**src/skvt_pkg.sv**
```systemverilog
// ---------------------------------------------------------------------------
// skvt_pkg
// Shared widths, codes, word types and control structs of the slot
// key-value table.
// ---------------------------------------------------------------------------
`default_nettype none

package skvt_pkg;

    localparam int KEY_W     = 32;
    localparam int LEN_W     = 6;
    localparam int BYTE_W    = 8;
    localparam int STAT_W    = 3;
    localparam int MODE_W    = 2;
    localparam int CFG_W     = 7;
    localparam int CFG_IDX_W = 1;

    localparam logic [MODE_W-1:0] MODE_INSERT = 2'd0;
    localparam logic [MODE_W-1:0] MODE_BYTE   = 2'd1;
    localparam logic [MODE_W-1:0] MODE_DELETE = 2'd2;
    localparam logic [MODE_W-1:0] MODE_LOOKUP = 2'd3;

    localparam logic [STAT_W-1:0] ST_STORED    = 3'd0;
    localparam logic [STAT_W-1:0] ST_TOO_LONG  = 3'd1;
    localparam logic [STAT_W-1:0] ST_FULL      = 3'd2;
    localparam logic [STAT_W-1:0] ST_DELETED   = 3'd3;
    localparam logic [STAT_W-1:0] ST_NOT_FOUND = 3'd4;
    localparam logic [STAT_W-1:0] ST_FOUND     = 3'd5;

    localparam logic [CFG_IDX_W-1:0] REG_SLOT_COUNT = 1'b0;
    localparam logic [CFG_IDX_W-1:0] REG_VALUE_CAP  = 1'b1;

    localparam logic [CFG_W-1:0] SLOT_COUNT_RST = 7'd64;
    localparam logic [CFG_W-1:0] VALUE_CAP_RST  = 7'd64;

    // All ones marks an empty slot and is never found.
    localparam logic [KEY_W-1:0] EMPTY_KEY = '1;

    typedef struct packed {
        logic [MODE_W-1:0]       mode;
        logic signed [KEY_W-1:0] key;
        logic [LEN_W-1:0]        val_len;
        logic [BYTE_W-1:0]       value_byte;
    } skvt_req_t;

    typedef struct packed {
        logic [STAT_W-1:0]       status;
        logic signed [KEY_W-1:0] found_key;
        logic [LEN_W-1:0]        found_len;
        logic [BYTE_W-1:0]       found_byte;
        logic                    last;
    } skvt_rsp_t;

    // Commands from the controller to the datapath.
    typedef struct packed {
        logic              in_take;
        logic              byte_store;
        logic              ins_commit;
        logic              ins_abort;
        logic              scan_start;
        logic              scan_issue;
        logic              hit_latch;
        logic              len_rd;
        logic              put_next;
        logic              del_write;
        logic              emit;
        logic [STAT_W-1:0] emit_status;
    } skvt_cmd_t;

    // Status from the datapath to the controller.
    typedef struct packed {
        logic              in_fire;
        logic [MODE_W-1:0] mode;
        logic              out_free;
        logic              too_long;
        logic              full;
        logic              key_empty;
        logic              scan_more;
        logic              rd_vld;
        logic              rd_hit;
        logic              put_last;
    } skvt_sts_t;

endpackage

`default_nettype wire

```
**src/skvt_ctrl.sv**
```systemverilog
// ---------------------------------------------------------------------------
// skvt_ctrl
// Sequencing state machine: dispatch, slot search, delete and lookup run.
// ---------------------------------------------------------------------------
`default_nettype none

module skvt_ctrl
    import skvt_pkg::*;
(
    input  wire logic      clk,
    input  wire logic      rst_n,
    input  wire skvt_sts_t sts,
    output skvt_cmd_t      cmd
);

    localparam logic [2:0] S_IDLE     = 3'd0;
    localparam logic [2:0] S_DISPATCH = 3'd1;
    localparam logic [2:0] S_SCAN     = 3'd2;
    localparam logic [2:0] S_DELETE   = 3'd3;
    localparam logic [2:0] S_MISS     = 3'd4;
    localparam logic [2:0] S_PUT      = 3'd5;

    logic [2:0] state_reg;
    logic [2:0] state_next;

    always_ff @(posedge clk or negedge rst_n)
    begin
        if (!rst_n)
        begin
            state_reg <= S_IDLE;
        end
        else
        begin
            state_reg <= state_next;
        end
    end

    always_comb
    begin
        cmd        = '0;
        state_next = state_reg;
        unique case (state_reg)
            S_IDLE:
            begin
                cmd.in_take = 1'b1;
                if (sts.in_fire)
                begin
                    state_next = S_DISPATCH;
                end
            end
            S_DISPATCH:
            begin
                unique case (sts.mode)
                    MODE_BYTE:
                    begin
                        cmd.byte_store = 1'b1;
                        state_next     = S_IDLE;
                    end
                    MODE_INSERT:
                    begin
                        if (sts.out_free)
                        begin
                            cmd.emit   = 1'b1;
                            state_next = S_IDLE;
                            if (sts.too_long)
                            begin
                                cmd.emit_status = ST_TOO_LONG;
                                cmd.ins_abort   = 1'b1;
                            end
                            else if (sts.full)
                            begin
                                cmd.emit_status = ST_FULL;
                                cmd.ins_abort   = 1'b1;
                            end
                            else
                            begin
                                cmd.emit_status = ST_STORED;
                                cmd.ins_commit  = 1'b1;
                            end
                        end
                    end
                    MODE_DELETE, MODE_LOOKUP:
                    begin
                        if (sts.key_empty)
                        begin
                            state_next = S_MISS;
                        end
                        else
                        begin
                            cmd.scan_start = 1'b1;
                            state_next     = S_SCAN;
                        end
                    end
                    default:
                    begin
                        state_next = S_IDLE;
                    end
                endcase
            end
            S_SCAN:
            begin
                if (sts.rd_hit)
                begin
                    cmd.hit_latch = 1'b1;
                    if (sts.mode == MODE_LOOKUP)
                    begin
                        cmd.len_rd = 1'b1;
                        state_next = S_PUT;
                    end
                    else
                    begin
                        state_next = S_DELETE;
                    end
                end
                else
                begin
                    cmd.scan_issue = sts.scan_more;
                    if (!sts.scan_more && !sts.rd_vld)
                    begin
                        state_next = S_MISS;
                    end
                end
            end
            S_DELETE:
            begin
                if (sts.out_free)
                begin
                    cmd.del_write   = 1'b1;
                    cmd.emit        = 1'b1;
                    cmd.emit_status = ST_DELETED;
                    state_next      = S_IDLE;
                end
            end
            S_MISS:
            begin
                if (sts.out_free)
                begin
                    cmd.emit        = 1'b1;
                    cmd.emit_status = ST_NOT_FOUND;
                    state_next      = S_IDLE;
                end
            end
            S_PUT:
            begin
                if (sts.out_free)
                begin
                    cmd.emit        = 1'b1;
                    cmd.emit_status = ST_FOUND;
                    if (sts.put_last)
                    begin
                        state_next = S_IDLE;
                    end
                    else
                    begin
                        cmd.put_next = 1'b1;
                    end
                end
            end
            default:
            begin
                state_next = S_IDLE;
            end
        endcase
    end

endmodule

`default_nettype wire

```
**config.mk**
```make
export PLATFORM = sky130hd
export DESIGN_NAME = skvt_ctrl
export DESIGN_NICKNAME = d
export VERILOG_FILES = /design/src/skvt_pkg.sv /design/src/skvt_ctrl.sv
export SDC_FILE = /design/constraint.sdc
export NUM_CORES = 1
export LEC_CHECK = 0
export CORE_MARGIN = 10
export CORE_UTILIZATION = 25
export DETAILED_ROUTE_END_ITERATION = 12
export DONT_BUFFER_PORTS = 1
export GPL_TIMING_DRIVEN = 1
export SYNTH_ARGS = -nofsm -noshare
export SYNTH_HDL_FRONTEND = slang
export SYNTH_SLANG_ARGS = --single-unit
```
**constraint.sdc**
```tcl
create_clock -name clk -period 3.2 [get_ports clk]
set_input_delay 0.64 -clock clk [delete_from_list [all_inputs] [get_ports clk]]
set_output_delay 0.64 -clock clk [all_outputs]
set_load 0.05 [all_outputs]
```
Word-level counts from Yosys, hierarchy flattened
Cells that the tools add are included.
Cells by class
  equality and inequality tests: 12
  muxes and demuxes: 37
  reduce and logical (&&, ||, !) cells: 8
Operators by type and width (count)
  3-bit 2-to-1 mux: 9
  4-bit 2-to-1 mux: 5
  4-bit case mux with 4 select lines: 1
  3-bit case mux with 5 select lines: 1
  1-bit 2-to-1 mux: 14
  2-bit 2-to-1 mux: 5
  3-bit case mux with 3 select lines: 1
  3-bit by 2-bit == test with 1-bit output, second input constant: 2
  3-bit == test, second input constant: 2
  2-bit inequality test, second input constant: 3
  5-bit 2-to-1 mux: 1
  2-bit == test, second input constant: 2
  4-bit AND reduction: 1
  2-bit OR reduction: 2
  3-bit by 1-bit == test with 1-bit output, second input constant: 1
  3-bit zero test: 1
  3-bit inequality test, second input constant: 1
  2-bit by 1-bit == test with 1-bit output, second input constant: 1
  1-bit zero test: 2
  2-bit zero test: 1
  1-bit logical AND: 1
Word-level totals
  flip-flop bits (word level): 3
  bits of input ports: 13
  logic and storage cells: 58

Depth between registers and ports, before layout
  word-level depth: 5
  depth in mapped cells: 4
  depth with buffers taken out: 3

Least setup slack after synthesis
Ideal clock, no wire load.
  path type: input-to-output
  from: in sts[9] (netlist name)
  to: out cmd[12] (netlist name)
  cell stages on the path: 1
  setup slack: 277 ps
  arrival: 2283 ps
  path through: nor4b_1
On the way
  word-level cells in the longest chain between the ends: 3
Ends and longest elaborated chain
  start, declared: line skvt_ctrl.sv:12  | input wire skvt_sts_t sts,
  2-bit by 1-bit == test with 1-bit output: line skvt_ctrl.sv:53  | unique case (sts.mode)
  1-bit 2-to-1 mux: line skvt_ctrl.sv:53
  4-bit 2-to-1 mux: line skvt_ctrl.sv:42  | unique case (state_reg)
  end, declared: line skvt_ctrl.sv:13  | output skvt_cmd_t cmd
Every way passes these cells.

==> impl_metrics.toml <==
[critical_path]
crit_type = "reg2out"
end_kind = "output port"
path_delay_family = "simple AND/OR/NAND/NOR gates"
cp_slowest_cell = "or4_4"
cp-start-kind = "register"
worstPathCellList = "nand2b_2 > or4_4 > o32ai_2"
worstPathRequired_ps = 2560
crit_path_max_incr_delay_ps = 560
critical_path_arrival_ps = 1970
cp_max_fo = 8
crit_buf_inv = 0

[drt]
routed_wirelength_um = 1360
viasPerCell = 5.43
drcViolationCount = 0
first_pass_iters = 2
ant_nets = 0
vias = 418
wl_per_cell_um = 17.7
drt_iter0_drc = 5

[clock_network]
cts-root-buf = "clkbuf_4"
cts_num_sinks = 3
cts_inserted_buffers = 3
clock_path_buffers = 2
post_cts.repair.setup_buffers = 0
cts_htree_levels = 1
cts_tree = "done"
holdBufCountCts = 0
clock_latency_ps = 230
clk_pin_slew_ps = 40
cts_resized = 0

[power]
powerDensity_nw_per_um2 = 862
cell_internal_pwr_mw = 0.193
p_total_mw = 0.446
peakVddDrop_mv = 0.320
seqPwrFrac_pct = 19.4
p_leak_nw = 0.214
p_comb_share_pct = 65.7
swShare_pct = 56.8
clock_power_share_pct = 14.9
switchingPower_mw = 0.254

[synthesis]
syn_area_sq_um = 397
synthCells = 51
synth_seq_cells = 3
synth.area.top_cells = "dfrtp_1 (19%), nand2_1 (6.6%), nor4b_1 (6.6%)"
yosysTopAreaCell = "dfrtp_1"
synth.distinct_cells = 32
synth_area_per_cell_sq_um = 7.78
yosysSeqAreaShare_pct = 18.9
synthesis.nets = 64
yosys_warnings = 0
synth_top_area_share_pct = 18.9

[place]
globalplace.congestion = 0.775
io_buffers = 0
place_hpwl_um = 1090
dp_cells = 73

[global_route]
first_global_vias = 461
grt_max_degree = 14
grt_antenna_before_repair = 0
grt_pass1_wl_um = 2260
grt_overflow = 0
grtUsageTotal_pct = 8.23

[run_status]
status = "finished clean"

[die]
dieHeight_um = 59.8
start_util_pct = 26.3
die_area_sq_um = 3580
die_w_um = 59.8
coreArea_sq_um = 1510
rows = 14
io_pins = 27

[finish]
fin_nets = 75
num_antenna_cells = 0
area.growth.synth_to_final_pct = 30.6
drive_gt1_share_pct = 37.7
largest_reg_flops = 3
finalNonFillerCells = 77

[timing]
finalSetupTns_ps = 0
rsz0062_at_grt = "no"
drv_slew = 0
worstMarginPinSlew_ps = 1060
hold_viol = 0
fmax_mhz = 383
hold_slack_ps = 101
slew_headroom_pct = 28.7
skew_ps = 1.03
fin_crit_sh_pct = 81.6
setup_viol = 0
fin_crit_ps = 2610

[min_path]
hold_path.class = "in2async"

[run]
max_cap_violations = 0
## stage by stage
stage / cell area (sq um) / utilization (%) / setup slack [ps]
finish: 518 / 34.4 / 589
global route: 518 / 34.4 / 523
CTS: 518 / 34.4 / 579
detailed placement: 492 / 32.6 / 796
global placement: 492 / 32.6 / 802
floorplan: 397 / - / 277
## cell usage after synthesis
cell / instances
mux2i_1: 1
nor2_1: 4
and4bb_2: 1
o311ai_1: 1
buf_2: 1
and3_1: 1
nand2b_1: 1
nor2b_1: 1
inv_1: 5
nor3_2: 1
or4_4: 2
a32o_1: 1
nand4_1: 1
o21ai_0: 1
o21ai_2: 1
nor3_1: 2
o32ai_2: 1
xnor2_1: 1
a21boi_0: 1
nor4b_1: 3
nand2b_4: 1
nand2b_2: 1
o21bai_1: 1
o22ai_1: 1
o32ai_1: 1
buf_1: 1
o211ai_1: 1
a31oi_1: 1
nand2_1: 7
dfrtp_1: 3
nor3b_1: 1
a21oi_1: 1
## layer usage
| layer | up-vias | GRT usage, % | wire length, um |
|---|---|---|---|
| li1 | 208 | - | - |
| met1 | 183 | 7.97 | 512 |
| met2 | 21 | 11.5 | 581 |
| met3 | 6 | 7.42 | 229 |
| met4 | 0 | 4.81 | 40 |
| met5 | - | 0 | 0 |
## logic make-up (layout without fill, tap and decap cells)
kind of cell | count (synthesis) | count (layout) | synth area share (%)
DFF | 3 | 3 | 18.9
xor gates and xnor gates | 1 | 1 | 2.21
AOI/OAI and AO/OA | 12 | 12 | 24.6
muxes | 1 | 1 | 2.52
buffers and inverters | 7 | 17 | 6.94
and+or+nand+nor | 27 | 27 | 44.8
## layout by cell type, fill, tap and decap left out, drive strengths merged
cell type	n
a21boi	1
o21bai	1
dfrtp	3
clkbuf	4
mux2i	1
o21ai	2
o211ai	1
and3	1
nor4b	3
nor2	4
buf	8
a31oi	1
nor3	3
nand4	1
a32o	1
nand2	7
or4	2
and4bb	1
a21oi	1
xnor2	1
o22ai	1
nor3b	1
o311ai	1
inv	5
nor2b	1
nand2b	3
o32ai	2
## worst paths after layout
check / depth (start not counted) / to / slack (ps) / from
worst max-delay path: 3 / cmd[0] / 590 / state_reg[0]
worst min-delay path: 0 / state_reg[1] / 100 / rst_n
worst max register to register: 2 / state_reg[2] / 1650 / state_reg[2]
worst min register to register: 2 / state_reg[0] / 670 / state_reg[0]
max in group asynchronous: 0 / state_reg[0] / 3030 / rst_n
min in group clk: 3 / state_reg[1] / 600 / sts[9]
## area by class of cell
type	instances	area, sq um
timing repair buffer	8	60.1
tap	16	20.0
sequential	3	75.1
clock buffer	4	26.3
fill	168	988
inverter	5	18.8
multi-input combinational	41	318
## power by group through the flow
stage | clock [mW] | combinational [mW] | sequential (mW)
floorplan | 0 | 0.246 | 0.0721
global placement | 0 | 0.293 | 0.0858
global route | 0.0683 | 0.316 | 0.0907
CTS | 0.0679 | 0.296 | 0.0873
detailed placement | 0 | 0.295 | 0.0874
finish | 0.0665 | 0.293 | 0.0867
## worst register-to-register path, stage by stage, from the launching register on
cell and delay [ps]:
dfrtp_1 540, or4_4 620, a32o_1 270
No activity file was read; power rests on OpenSTA's default activity.
